--- config.mk ---
export PLATFORM = sky130hd
export DESIGN_NAME = led_heartbeat_pattern_sequencer
export DESIGN_NICKNAME = d
export VERILOG_FILES = /design/src/lhps_pkg.sv /design/src/lhps_cfg_regs.sv /design/src/lhps_step_core.sv /design/src/led_heartbeat_pattern_sequencer.sv
export SDC_FILE = /design/constraint.sdc
export NUM_CORES = 1
export LEC_CHECK = 0
export BUFFER_PORTS_ARGS = -buffer_cell sky130_fd_sc_hd__clkbuf_2
export CAP_MARGIN = 20
export CORE_UTILIZATION = 40
export DETAILED_ROUTE_END_ITERATION = 10
export GPL_ROUTABILITY_DRIVEN = 0
export PLACE_DENSITY_LB_ADDON = 0.15
export SYNTH_ARGS = -nofsm -noshare
export SYNTH_HDL_FRONTEND = slang
export SYNTH_HIERARCHICAL = 1
export SYNTH_SLANG_ARGS = --single-unit
--- constraint.sdc ---
create_clock -name aclk -period 4.7 [get_ports aclk]
set_input_delay 0.705 -clock aclk [delete_from_list [all_inputs] [get_ports aclk]]
set_output_delay 0.705 -clock aclk [all_outputs]
set_load 0.03 [all_outputs]
--- src/lhps_pkg.sv ---
// Shared types and constants for the LED heartbeat pattern sequencer.
package lhps_pkg;

    typedef enum logic [2:0] {
        OP_TICK       = 3'd0,
        OP_START_BOOT = 3'd1,
        OP_FORCE      = 3'd2,
        OP_SET_ENABLE = 3'd3,
        OP_TOGGLE     = 3'd4
    } op_t;

    typedef enum logic [1:0] {
        CFG_FLASH_ON    = 2'd0,
        CFG_FLASH_GAP   = 2'd1,
        CFG_PERIOD      = 2'd2,
        CFG_BOOT_REPEAT = 2'd3
    } cfg_index_t;

    localparam int unsigned OnW     = 8;
    localparam int unsigned GapW    = 10;
    localparam int unsigned TicksW  = 16;
    localparam int unsigned RepeatW = 4;
    localparam int unsigned StepW   = 3;
    localparam int unsigned CfgDataW = 16;

    localparam logic [StepW-1:0] BootLastStep = 3'd5;
    localparam logic [StepW-1:0] RunLastStep  = 3'd1;

    localparam logic [OnW-1:0]     OnReset     = 8'd3;
    localparam logic [GapW-1:0]    GapReset    = 10'd100;
    localparam logic [TicksW-1:0]  PeriodReset = 16'd1000;
    localparam logic [RepeatW-1:0] RepeatReset = 4'd3;

    // Step durations, already saturated at one tick.
    typedef struct packed {
        logic [OnW-1:0]    on_ticks;
        logic [GapW-1:0]   gap_ticks;
        logic [TicksW-1:0] boot_tail;
        logic [TicksW-1:0] run_tail;
    } step_dur_t;

    typedef struct packed {
        logic running;
        logic enabled;
        logic led;
    } result_t;

endpackage

--- src/lhps_cfg_regs.sv ---
// Configuration registers and the derived step durations.
module lhps_cfg_regs (
    input  logic                        aclk,
    input  logic                        aresetn,
    input  logic                        wr_en,
    input  lhps_pkg::cfg_index_t        wr_index,
    input  logic [lhps_pkg::CfgDataW-1:0] wr_data,
    output lhps_pkg::step_dur_t         dur,
    output logic [lhps_pkg::RepeatW-1:0] boot_repeat
);
    import lhps_pkg::*;

    logic [OnW-1:0]     on_reg;
    logic [GapW-1:0]    gap_reg;
    logic [TicksW-1:0]  period_reg;
    logic [RepeatW-1:0] repeat_reg;
    step_dur_t          dur_reg;
    step_dur_t          dur_next;

    logic [OnW-1:0]  on_sat;
    logic [GapW-1:0] gap_sat;
    logic [18:0]     boot_diff;
    logic [16:0]     run_diff;

    always_ff @(posedge aclk) begin
        if (!aresetn) begin
            on_reg     <= OnReset;
            gap_reg    <= GapReset;
            period_reg <= PeriodReset;
            repeat_reg <= RepeatReset;
        end else if (wr_en) begin
            unique case (wr_index)
                CFG_FLASH_ON:    on_reg     <= wr_data[OnW-1:0];
                CFG_FLASH_GAP:   gap_reg    <= wr_data[GapW-1:0];
                CFG_PERIOD:      period_reg <= wr_data[TicksW-1:0];
                CFG_BOOT_REPEAT: repeat_reg <= wr_data[RepeatW-1:0];
                default: ;
            endcase
        end
    end

    always_comb begin
        on_sat  = (on_reg == '0) ? OnW'(1) : on_reg;
        gap_sat = (gap_reg == '0) ? GapW'(1) : gap_reg;
        boot_diff = {3'b000, period_reg} - {11'b0, on_sat} - {10'b0, on_sat, 1'b0}
                  - {8'b0, gap_sat, 1'b0};
        run_diff  = {1'b0, period_reg} - {9'b0, on_sat};
        dur_next.on_ticks  = on_sat;
        dur_next.gap_ticks = gap_sat;
        dur_next.boot_tail = (boot_diff[18] || boot_diff == '0) ? TicksW'(1)
                                                                : boot_diff[TicksW-1:0];
        dur_next.run_tail  = (run_diff[16] || run_diff == '0) ? TicksW'(1)
                                                              : run_diff[TicksW-1:0];
    end

    // Durations registered from raw regs; user must write only when idle, unenforced.
    always_ff @(posedge aclk) begin
        dur_reg <= dur_next;
    end

    assign dur         = dur_reg;
    assign boot_repeat = repeat_reg;

endmodule

--- src/lhps_step_core.sv ---
// Pattern state registers and the per-request next-state logic.
module lhps_step_core (
    input  logic                            aclk,
    input  logic                            aresetn,
    input  logic                            req_fire,
    input  logic [2:0]                      req_op,
    input  logic                            req_flag,
    input  logic [lhps_pkg::RepeatW-1:0]    boot_repeat,
    input  lhps_pkg::step_dur_t             dur,
    output lhps_pkg::result_t               result_next
);
    import lhps_pkg::*;

    logic                 led_reg, led_next;
    logic                 active_reg, active_next;
    logic                 boot_reg, boot_next;
    logic [StepW-1:0]     step_reg, step_next;
    logic [TicksW-1:0]    ticks_reg, ticks_next;
    logic [RepeatW-1:0]   remain_reg, remain_next;
    logic                 enabled_reg, enabled_next;

    logic [RepeatW-1:0]   remain_dec;
    logic [StepW-1:0]     adv_step;
    logic                 adv_boot;
    logic [RepeatW-1:0]   adv_remain;

    function automatic logic [TicksW-1:0] step_len(input logic [StepW-1:0] step,
                                                   input logic boot,
                                                   input step_dur_t d);
        logic [TicksW-1:0] len;
        if (!step[0])
            len = {{(TicksW-OnW){1'b0}}, d.on_ticks};
        else if (boot && step < BootLastStep)
            len = {{(TicksW-GapW){1'b0}}, d.gap_ticks};
        else if (boot)
            len = d.boot_tail;
        else
            len = d.run_tail;
        return len;
    endfunction

    always_comb begin
        remain_dec = remain_reg - RepeatW'(1);
        adv_step   = step_reg + StepW'(1);
        adv_boot   = boot_reg;
        adv_remain = remain_reg;
        if (step_reg == (boot_reg ? BootLastStep : RunLastStep)) begin
            adv_step = '0;
            if (remain_reg != '0) begin
                adv_remain = remain_dec;
                if (remain_dec == '0)
                    adv_boot = 1'b0;
            end
        end
    end

    always_comb begin
        led_next     = led_reg;
        active_next  = active_reg;
        boot_next    = boot_reg;
        step_next    = step_reg;
        ticks_next   = ticks_reg;
        remain_next  = remain_reg;
        enabled_next = enabled_reg;
        unique case (req_op)
            OP_TICK: begin
                if (active_reg) begin
                    if (ticks_reg > TicksW'(1)) begin
                        ticks_next = ticks_reg - TicksW'(1);
                    end else begin
                        step_next   = adv_step;
                        boot_next   = adv_boot;
                        remain_next = adv_remain;
                        led_next    = ~adv_step[0];
                        ticks_next  = step_len(adv_step, adv_boot, dur);
                    end
                end
            end
            OP_START_BOOT: begin
                boot_next   = 1'b1;
                remain_next = boot_repeat;
                step_next   = '0;
                led_next    = 1'b1;
                ticks_next  = step_len('0, 1'b1, dur);
                active_next = 1'b1;
            end
            OP_FORCE: begin
                active_next = 1'b0;
                led_next    = req_flag;
            end
            OP_SET_ENABLE: begin
                if (req_flag != enabled_reg) begin
                    enabled_next = req_flag;
                    if (req_flag) begin
                        boot_next   = 1'b0;
                        remain_next = '0;
                        step_next   = '0;
                        led_next    = 1'b1;
                        ticks_next  = step_len('0, 1'b0, dur);
                        active_next = 1'b1;
                    end else begin
                        active_next = 1'b0;
                        led_next    = 1'b0;
                    end
                end
            end
            OP_TOGGLE: begin
                led_next = ~led_reg;
            end
            default: ;
        endcase
    end

    always_ff @(posedge aclk) begin
        if (!aresetn) begin
            led_reg     <= 1'b1;
            active_reg  <= 1'b0;
            boot_reg    <= 1'b1;
            step_reg    <= '0;
            ticks_reg   <= '0;
            remain_reg  <= '0;
            enabled_reg <= 1'b1;
        end else if (req_fire) begin
            led_reg     <= led_next;
            active_reg  <= active_next;
            boot_reg    <= boot_next;
            step_reg    <= step_next;
            ticks_reg   <= ticks_next;
            remain_reg  <= remain_next;
            enabled_reg <= enabled_next;
        end
    end

    assign result_next.led     = led_next;
    assign result_next.enabled = enabled_next;
    assign result_next.running = active_next;

    a_active_has_ticks: assert property (@(posedge aclk) disable iff (!aresetn)
        active_reg |-> ticks_reg != '0)
        else $error("step timer running with zero ticks left");

    a_step_in_range: assert property (@(posedge aclk) disable iff (!aresetn)
        step_reg <= BootLastStep)
        else $error("step number beyond boot pattern");

    a_run_step_range: assert property (@(posedge aclk) disable iff (!aresetn)
        !boot_reg |-> step_reg <= RunLastStep)
        else $error("run pattern step out of range");

    a_force_stops: assert property (@(posedge aclk) disable iff (!aresetn)
        req_fire && req_op == OP_FORCE |=> !active_reg && led_reg == $past(req_flag))
        else $error("force did not stop the pattern");

endmodule

--- src/led_heartbeat_pattern_sequencer.sv ---
// Top level of the LED heartbeat pattern sequencer: request and result registers.
//
//  channel  | direction | payload                               | accept
//  s_axis   | in        | tdata: op[2:0], flag_value[3]         | s_tvalid && s_tready
//  m_axis   | out       | tdata: led, hb_enabled, running [2:0] | m_tvalid && m_tready
//  cfg      | in        | cfg_index[1:0], cfg_data[15:0]        | cfg_valid && cfg_ready
//
// Each request goes from acceptance to result through the input register, then the
// result register; one request per cycle sustained while m_tready stays high.
// Synchronous active-low reset clears both valid flags and the pattern state.
// When the result is stalled, the input register holds one more request and
// s_tready drops only while both are full.
module led_heartbeat_pattern_sequencer (
    input  logic        aclk,
    input  logic        aresetn,
    input  logic        s_tvalid,
    output logic        s_tready,
    input  logic [7:0]  s_tdata,   // [2:0] op, [3] flag_value, [7:4] zero
    output logic        m_tvalid,
    input  logic        m_tready,
    output logic [7:0]  m_tdata,   // [0] led_level, [1] heartbeat_enabled, [2] pattern_running
    input  logic        cfg_valid,
    output logic        cfg_ready,
    input  logic [1:0]  cfg_index,
    input  logic [15:0] cfg_data
);
    import lhps_pkg::*;

    logic       in_valid_reg;
    logic [2:0] op_reg;
    logic       flag_reg;
    logic       out_valid_reg;
    result_t    out_reg;
    logic       proceed;
    step_dur_t  dur;
    result_t    result_next;
    logic [RepeatW-1:0] boot_repeat;

    assign proceed   = in_valid_reg && (!out_valid_reg || m_tready);
    assign s_tready  = !in_valid_reg || proceed;
    assign cfg_ready = 1'b1;

    always_ff @(posedge aclk) begin
        if (!aresetn) begin
            in_valid_reg <= 1'b0;
        end else if (s_tready) begin
            in_valid_reg <= s_tvalid;
        end
    end

    always_ff @(posedge aclk) begin
        if (s_tready && s_tvalid) begin
            op_reg   <= s_tdata[2:0];
            flag_reg <= s_tdata[3];
        end
    end

    always_ff @(posedge aclk) begin
        if (!aresetn) begin
            out_valid_reg <= 1'b0;
        end else if (proceed) begin
            out_valid_reg <= 1'b1;
        end else if (m_tready) begin
            out_valid_reg <= 1'b0;
        end
    end

    always_ff @(posedge aclk) begin
        if (proceed) begin
            out_reg <= result_next;
        end
    end

    lhps_cfg_regs u_cfg (
        .aclk        (aclk),
        .aresetn     (aresetn),
        .wr_en       (cfg_valid),
        .wr_index    (cfg_index_t'(cfg_index)),
        .wr_data     (cfg_data),
        .dur         (dur),
        .boot_repeat (boot_repeat)
    );

    lhps_step_core u_core (
        .aclk        (aclk),
        .aresetn     (aresetn),
        .req_fire    (proceed),
        .req_op      (op_reg),
        .req_flag    (flag_reg),
        .boot_repeat (boot_repeat),
        .dur         (dur),
        .result_next (result_next)
    );

    assign m_tvalid = out_valid_reg;
    assign m_tdata  = {5'b00000, out_reg.running, out_reg.enabled, out_reg.led};

    a_no_loss: assert property (@(posedge aclk) disable iff (!aresetn)
        in_valid_reg && !proceed |=> in_valid_reg)
        else $error("pending request dropped");

    a_ready_when_empty: assert property (@(posedge aclk) disable iff (!aresetn)
        !in_valid_reg |-> s_tready)
        else $error("input not ready while empty");

    a_result_follows: assert property (@(posedge aclk) disable iff (!aresetn)
        proceed |=> m_tvalid)
        else $error("processed request produced no result");

endmodule
# After elaboration in Yosys (flattened, before gate mapping)
# Cells that the tools add are included.
# op_classes
addsub	7
multipliers	0
div	0
magnitude_cmp	2
n_eq_ne	15
shifts	0
n_mux	43
n_bitwise	2
reduce_logical	26
# ops
op	count
2-to-1 mux 16 bit	7
one-hot mux 16 bit (3 select lines)	1
subtractor 16 x 8 -> 17 bit	2
2-to-1 mux 4 bit	6
logical NOT 19 bit	1
subtractor 19 x 11 -> 19 bit	1
subtractor 19 x 9 -> 19 bit	1
2-to-1 mux 3 bit	6
logical NOT 17 bit	1
greater-than comparator 16 x 1 -> 1 bit, second input constant	1
2-to-1 mux 1 bit	16
subtractor 16 x 1 -> 16 bit, second input constant	1
one-hot mux 4 bit (3 select lines)	1
logical NOT 10 bit	1
2-to-1 mux 10 bit	1
one-hot mux 3 bit (3 select lines)	1
logical NOT 8 bit	1
2-to-1 mux 8 bit	1
!= test 2 x 1 -> 1 bit, second input constant	4
AND reduction 2 bit	4
AND reduction 8 bit	1
== test 3 x 2 -> 1 bit, second input constant	2
one-hot mux 1 bit (3 select lines)	2
AND reduction 6 bit	1
22 further kinds	31
# totals
ff_bits	124
latch_bits	0
ram_bits	0
romBits	0
output_inout_bits	11
elab_cells	117
mem_count	0

# Longest topological paths before layout
# Gate-level depths: netlist of run 1.
# depth
ltp_word	11
mapped_depth	22
mapped_depth_nobuf	21

# Cells and area by module
# The synthesis of run 1 kept the hierarchy.
# modules_own_cells
mod	n_inst	cells_each	area_each_um2	seq_area_each_um2
lhps_cfg_regs	1	506	4440.5	1761.7
lhps_step_core	1	309	2329.7	540.5
led_heartbeat_pattern_sequencer	1	24	366.6	250.2

# Worst setup path before layout of run 1
# Ideal clock, no wire load.
# synth_path
path_type	reg-to-reg
from	register u_cfg.on_reg[7]
to	register u_cfg.dur_reg (netlist bit u_cfg/dur[16])
setup_ns	0.127
arrival_ns	4.809
t_required_ns	4.573
slack_ns	-0.236
stages_incl_launch_ff	23
n_path_buf	1
synth_period_minus_slack_ns	4.936
path_cell_list	dfxtp_1 -> nor4_1 -> a41o_1 -> ha_1 -> inv_1 -> fa_1 -> a21o_1 -> a221oi_1 -> nor2_1 -> nor2_1 -> xnor2_1 -> fa_1 -> inv_1 -> ha_1 -> clkbuf_1 -> a21o_1 -> a31o_2 -> a21oi_1 -> a21boi_0 -> or2b_2 -> o311ai_2 -> nor4_1 -> or3_1
# synth_lines
item	line_no	source
from (decl)	lhps_cfg_regs.sv:13	logic [OnW-1:0] on_reg;
from (signal assigned)	lhps_cfg_regs.sv:27	on_reg <= OnReset;
from (signal assigned)	lhps_cfg_regs.sv:33	CFG_FLASH_ON: on_reg <= wr_data[OnW-1:0];
to (signal assigned)	lhps_cfg_regs.sv:58	dur_reg <= dur_next;
to (decl)	lhps_cfg_regs.sv:17	step_dur_t dur_reg;

==> results of run 1 <==
## kinds of logic after synthesis
| family | share of synthesized area, % |
|---|---|
| AO/OA/AOI/OAI | 21.3 |
| XOR/XNOR | 3.56 |
| AND/OR/NAND/NOR | 22.7 |
| flip-flops | 35.8 |
| multiplexers | 3.47 |
| other | 0.105 |
| adder cells (fa/ha/maj) | 6.80 |
| buffers and inverters | 6.33 |
## through the flow
| step | cell area (sq um) | utilization [%] | hold slack (ns) | cells |
|---|---|---|---|---|
| after floorplan | 7170 | - | 0.405 | 843 |
| after global placement | 7820 | 45.1 | 0.359 | 1107 |
| after detailed placement | 7820 | 45.1 | 0.349 | 1107 |
| after CTS | 8550 | 49.3 | 0.359 | 1143 |
| after global routing | 8770 | 50.6 | 0.364 | 1150 |
| final | 8770 | 50.6 | 0.366 | 1150 |
## worst max-delay path, delay by kind of cell (launching register included)
kind	cells	cell delay [ns]
AOI/OAI and AO/OA	8	1.90
DFF	1	0.33
adders and majority gates	4	1.31
xor gates and xnor gates	1	0.08
and+or+nand+nor	5	0.92
buffers and inverters	1	0.04
## power by group through the flow
stage / clock network, mW / registers, mW / logic (mW)
4_1_cts: 1.31 / 1.20 / 0.816
5_1_grt: 1.36 / 1.21 / 0.974
3_5_place_dp: 0 / 1.22 / 0.780
2_1_floorplan: 0 / 1.21 / 0.509
3_3_place_gp: 0 / 1.22 / 0.767
6_report: 1.28 / 1.20 / 0.890
## routing by layer
layer	up-vias	track usage [%]	share of wire, %
met5	-	0	0
met4	0	7.37	1.2
met3	18	4.23	3.2
met2	126	35.5	49
met1	2976	27.2	46
li1	3101	-	-
## cell usage in the layout, fill, tap and decap left out, types with 10 or more instances in the layout
| cell | n |
|---|---|
| o21ai_0 | 35 |
| a21o_1 | 11 |
| clkbuf_2 | 31 |
| buf_4 | 77 |
| clkbuf_16 | 18 |
| nand2_1 | 87 |
| a21boi_0 | 21 |
| inv_1 | 39 |
| mux2i_1 | 18 |
| nand2b_1 | 10 |
| a21oi_1 | 36 |
| xnor2_1 | 14 |
| o211ai_1 | 17 |
| ha_1 | 21 |
| xor2_1 | 11 |
| or3_1 | 10 |
| nand3_1 | 23 |
| nor2b_1 | 18 |
| dfxtp_1 | 114 |
| nor3_1 | 24 |
| nor2_1 | 73 |
## how the worst min path moves through the flow
stage / cells past startpoint / start / to / slack, ns
global route: 0 / u_cfg/on_reg[2]$_SDFFE_PN0P_ / u_cfg/dur[44]$_DFF_P_ / 0.36
detailed placement: 0 / u_cfg/on_reg[2]$_SDFFE_PN0P_ / u_cfg/dur[44]$_DFF_P_ / 0.35
floorplan: 1 / u_cfg/on_reg[2]$_SDFFE_PN0P_ / u_cfg/dur[44]$_DFF_P_ / 0.41
global placement: 0 / u_cfg/on_reg[2]$_SDFFE_PN0P_ / u_cfg/dur[44]$_DFF_P_ / 0.36
CTS: 0 / u_cfg/on_reg[2]$_SDFFE_PN0P_ / u_cfg/dur[44]$_DFF_P_ / 0.36
finish: 0 / u_cfg/on_reg[2]$_SDFFE_PN0P_ / u_cfg/dur[44]$_DFF_P_ / 0.37
## layout make-up
class	instances	area [sq um]
Clock buffer	20	478
Clock inverter	12	111
Fill cell	1613	8580
Inverter	42	158
Multi-Input combinational cell	617	4430
Sequential cell	124	2560
Tap cell	225	282
Timing Repair Buffer	110	756
## what timing repair did
action	CTS	global route
setup buffers	4	6
pin swaps	15	24
gates resized for setup	21	30
setup endpoints to repair	16	5
==> results.ini, run 1 <==
[job]
maxCapViolations = 0

[synthesis]
syn_area_per_cell_sq_um = 8.51
ys.flop_type = dfxtp_1
synth-seq-area-share_pct = 35.8
synth_commonest_cells = dfxtp_1, nand2_1, nor2_1, clkbuf_1, inv_1
synth_edf_count = 7
syn_inst = 839
synth_most_common_cell = dfxtp_1
synth_top_area_share_pct = 32.8
netlist_area_sq_mm = 0.00714
ys_types = 96
synthTopCellsByArea = dfxtp_1, nand2_1, ha_1
ys.warnings.count = 6
synthArstFlopShare_pct = 0
ys_ff_latch = 124
yosys.area.top_type = dfxtp_1

[floorplan]
die_area_sq_mm = 0.0184
core_region_area_sq_mm = 0.0174
start_util_pct = 41.1
chipWidth_um = 136
io-pin-count = 42
die_height_um = 136
rows = 48

[drt]
routed_via_density = 5.41
drt_pass1_iterations = 5
vias = 6221
wl_mm = 19.0
first_iter_violations = 379
routedWlPerCell_um = 16.5
drc = 0
ant_nets = 0

[timing]
setup_viol = 0
fmax_mhz = 213
hold_violations = 0
finalCritPeriodShare_pct = 100
rsz0062_at_grt = yes
tns_ns = 0
relSlewSlack_pct = 39.1
finalMaxSlewViolations = 0
period_needed_ns = 4.70
fin_ws_ns = 0.000417
fin_skew_ns = 0.0106
tightest_slew_ns = 0.910

[power_and_ir_drop]
sw_frac_of_total_pct = 29.8
internal_power_mw = 2.37
seqPwrFrac_pct = 35.6
power_mw = 3.37
p_per_area_mw_per_mm2 = 384
ir_worst_vdd_v = 0.000315
power.leakage_nw = 3.58
clkPwrFrac_pct = 38.1
combPwrFrac_pct = 26.4
p_sw_mw = 1.01

[cts]
path_clk_slew_ns = 0.06
cts_inserted_buffers = 17
clk_latency_ns = 0.42
cts_tree = yes
root_buffer = clkbuf_16
clock-sinks = 124
cts_buffer_depth = 2
cts_max_level = 4
ctsHoldBuffers = 0

[layout]
largest_reg_flops = 50
nNetsFinal = 977
drive_above_1_share_pct = 25.1
syn2layout_area_growth_pct = 22.9
antenna_cells = 0

[setup_path]
cpPeakStageDelay_ns = 0.56
end_kind = flip-flop
path_max_fanout = 4
arrival_ns = 4.99
reg2regPathDepth = 19
crit_type = reg2reg
crit_required_ns = 4.99
path_cells = nor4_4 > a41o_1 > ha_2 > inv_2 > fa_2 > a21o_4 > a22oi_2 > nor2b_4 > xnor2_2 > fa_1 > ha_4 > o21a_4 > o211ai_1 > a21oi_4 > o31ai_4 > nor3b_2 > o41ai_2 > nor4_2 > or3_1
crit_path_start = u_cfg/on_reg[7]$_SDFFE_PN0P_
crit_path_start_kind = flip-flop
regToRegStartpoint = u_cfg/on_reg[7]$_SDFFE_PN0P_
rrSetupSlack_ns = 0.0004
reg2reg_to = u_cfg/dur[16]$_SDFF_PP1_
crit_slowest_cell = fa_1
crit_end = u_cfg/dur[16]$_SDFF_PP1_

[global_route]
antenna_found_initial = 0
grt_pass1_vias = 6034
grt_overflow = 0
grt_max_degree = 63
grt_first_pass_wirelength_mm = 30.3
track_usage_pct = 21.3

[hold_path]
hp-class = reg2reg

[outcome]
status = completed

[placed_design]
numPortBuffers = 31
dp_hpwl_mm = 14.1
pre_cts_ws_ns = -0.248

Power figures use the tool's default switching activity.
==> run 2: changes to the inputs <==
- MAX_ROUTING_LAYER: not set -> met4
==> run 2 against run 1 <==
Clock-buffer cell count unchanged. Critical path depth unchanged. First-iteration DRC count decreased by 3.7%. Non-clock buffer count unchanged. Die area unchanged. Critical path type unchanged. Cell area unchanged. Via count increased by 0.48%.
==> results.ini, run 2 (same netlist as run 1, synthesis figures left out) <==
[setup_path]
path_max_fanout = 4
end_kind = flip-flop
arrival_ns = 4.96
crit_required_ns = 5.00
crit_type = reg2reg
crit_path_start_kind = flip-flop

[timing]
finalMaxSlewViolations = 0
setup_viol = 0
rsz0062_at_grt = yes
relSlewSlack_pct = 40.4
hold_violations = 0
period_needed_ns = 4.67
fmax_mhz = 214
tightest_slew_ns = 0.889
fin_skew_ns = 0.0133
finalCritPeriodShare_pct = 99.3
hold_slack_ns = 0.367

[power_and_ir_drop]
ir_worst_vdd_v = 0.000320
power.leakage_nw = 3.58
p_per_area_mw_per_mm2 = 385
power_mw = 3.38

[floorplan]
die_area_sq_mm = 0.0184
io-pin-count = 42
rows = 48
die_height_um = 136
chipWidth_um = 136
start_util_pct = 41.1
core_region_area_sq_mm = 0.0174

[cts]
clock-sinks = 124
clk_latency_ns = 0.42
cts_inserted_buffers = 17
path_clk_slew_ns = 0.06
cts_buffer_depth = 2
cts_tree = yes
root_buffer = clkbuf_16
cts_max_level = 4
ctsHoldBuffers = 0

[layout]
antenna_cells = 0
final-seq-area_sq_mm = 0.00256
nNetsFinal = 977
largest_reg_flops = 50
n_fill_cell = 1613
multi_input_area_sq_mm = 0.00443
drive_above_1_share_pct = 25.1
final_cell_mix = dfxtp_1, nand2_1, buf_4
design_area_sq_mm = 0.00877
final_common_cell = dfxtp_1
syn2layout_area_growth_pct = 22.9
final_cells = 1150

[global_route]
grt_overflow = 0
track_usage_pct = 21.9
grt_pass1_vias = 6040
antenna_found_initial = 0
grt_max_degree = 63
grt_first_pass_wirelength_mm = 30.3

[outcome]
status = completed

[hold_path]
hp-class = reg2reg

[job]
maxCapViolations = 0

[drt]
first_iter_violations = 365
routed_via_density = 5.44
drt_pass1_iterations = 7
ant_nets = 0
wl_mm = 19.0
routedWlPerCell_um = 16.5
vias = 6251
drc = 0

[placed_design]
place_area_sq_mm = 0.00782
dp_hpwl_mm = 14.1
place_inst = 1107
numPortBuffers = 31

==> run 2: cell counts in the layout (fill, tap and decap cells not counted) <==
No cell type changed its count.
==> run 2: final cells by class <==
cell class                      instances  share of cell area [%]
Sequential cell                       124                    29.1
Timing Repair Buffer                  110                    8.61
Multi-Input combinational cell        617                    50.5
Clock buffer                           20                    5.45
Tap cell                              225                    3.21
Clock inverter                         12                    1.27
Inverter                               42                    1.80
==> run 2: path summary, 6_finish.rpt <==
path	from	endpoint	slack [ns]	cells after the start
setup reg to reg	u_cfg/on_reg[7]$_SDFFE_PN0P_	u_cfg/dur[16]$_SDFF_PP1_	0.03	19
hold / removal	u_cfg/on_reg[2]$_SDFFE_PN0P_	u_cfg/dur[44]$_DFF_P_	0.37	0
hold reg to reg	u_cfg/on_reg[2]$_SDFFE_PN0P_	u_cfg/dur[44]$_DFF_P_	0.37	0
setup / recovery	u_cfg/on_reg[7]$_SDFFE_PN0P_	u_cfg/dur[16]$_SDFF_PP1_	0.03	19
==> run 2: report_power, final <==
group / switching, mW / internal [mW] / leakage (nW)
Combinational: 0.465 / 0.425 / 2.27
Clock: 0.502 / 0.788 / 0.284
Sequential: 0.0448 / 1.15 / 1.02
==> run 2: worst max-delay path, cell delays in order (launching register included) <==
cell and delay [ns]:
dfxtp_2 0.33, nor4_4 0.28, a41o_1 0.21, ha_2 0.19
inv_2 0.04, fa_2 0.35, a21o_4 0.25, a22oi_2 0.18
nor2b_4 0.19, xnor2_2 0.13, fa_1 0.48, ha_4 0.24
o21a_4 0.20, o211ai_1 0.27, a21oi_4 0.09, o31ai_4 0.29
nor3b_2 0.09, o41ai_2 0.38, nor4_2 0.06, or3_1 0.30
==> run 2: per-stage QoR <==
stage	setup slack (ns)	TNS (ns)	util (%)
final	0.0341	0	50.6
after global routing	-0.177	-0.198	50.6
after CTS	-0.00234	-0.00234	49.3
after detailed placement	-0.248	-1.29	45.1
after global placement	-0.181	-0.181	45.1
after floorplan	0.0160	0	-
==> run 2: per-layer routing <==
metal  track usage, %  routed length (um)
met1             27.2                8590
met2             35.5                9300
met3             4.23                 868
met4             7.37                 252
met5                -                   0
==> run 2: what timing repair did <==
item / 4_1_cts / 5_1_grt
buffers inserted: 4 / 6
pin swaps: 15 / 24
endpoints found under the setup margin: 16 / 5
resized for setup: 21 / 30
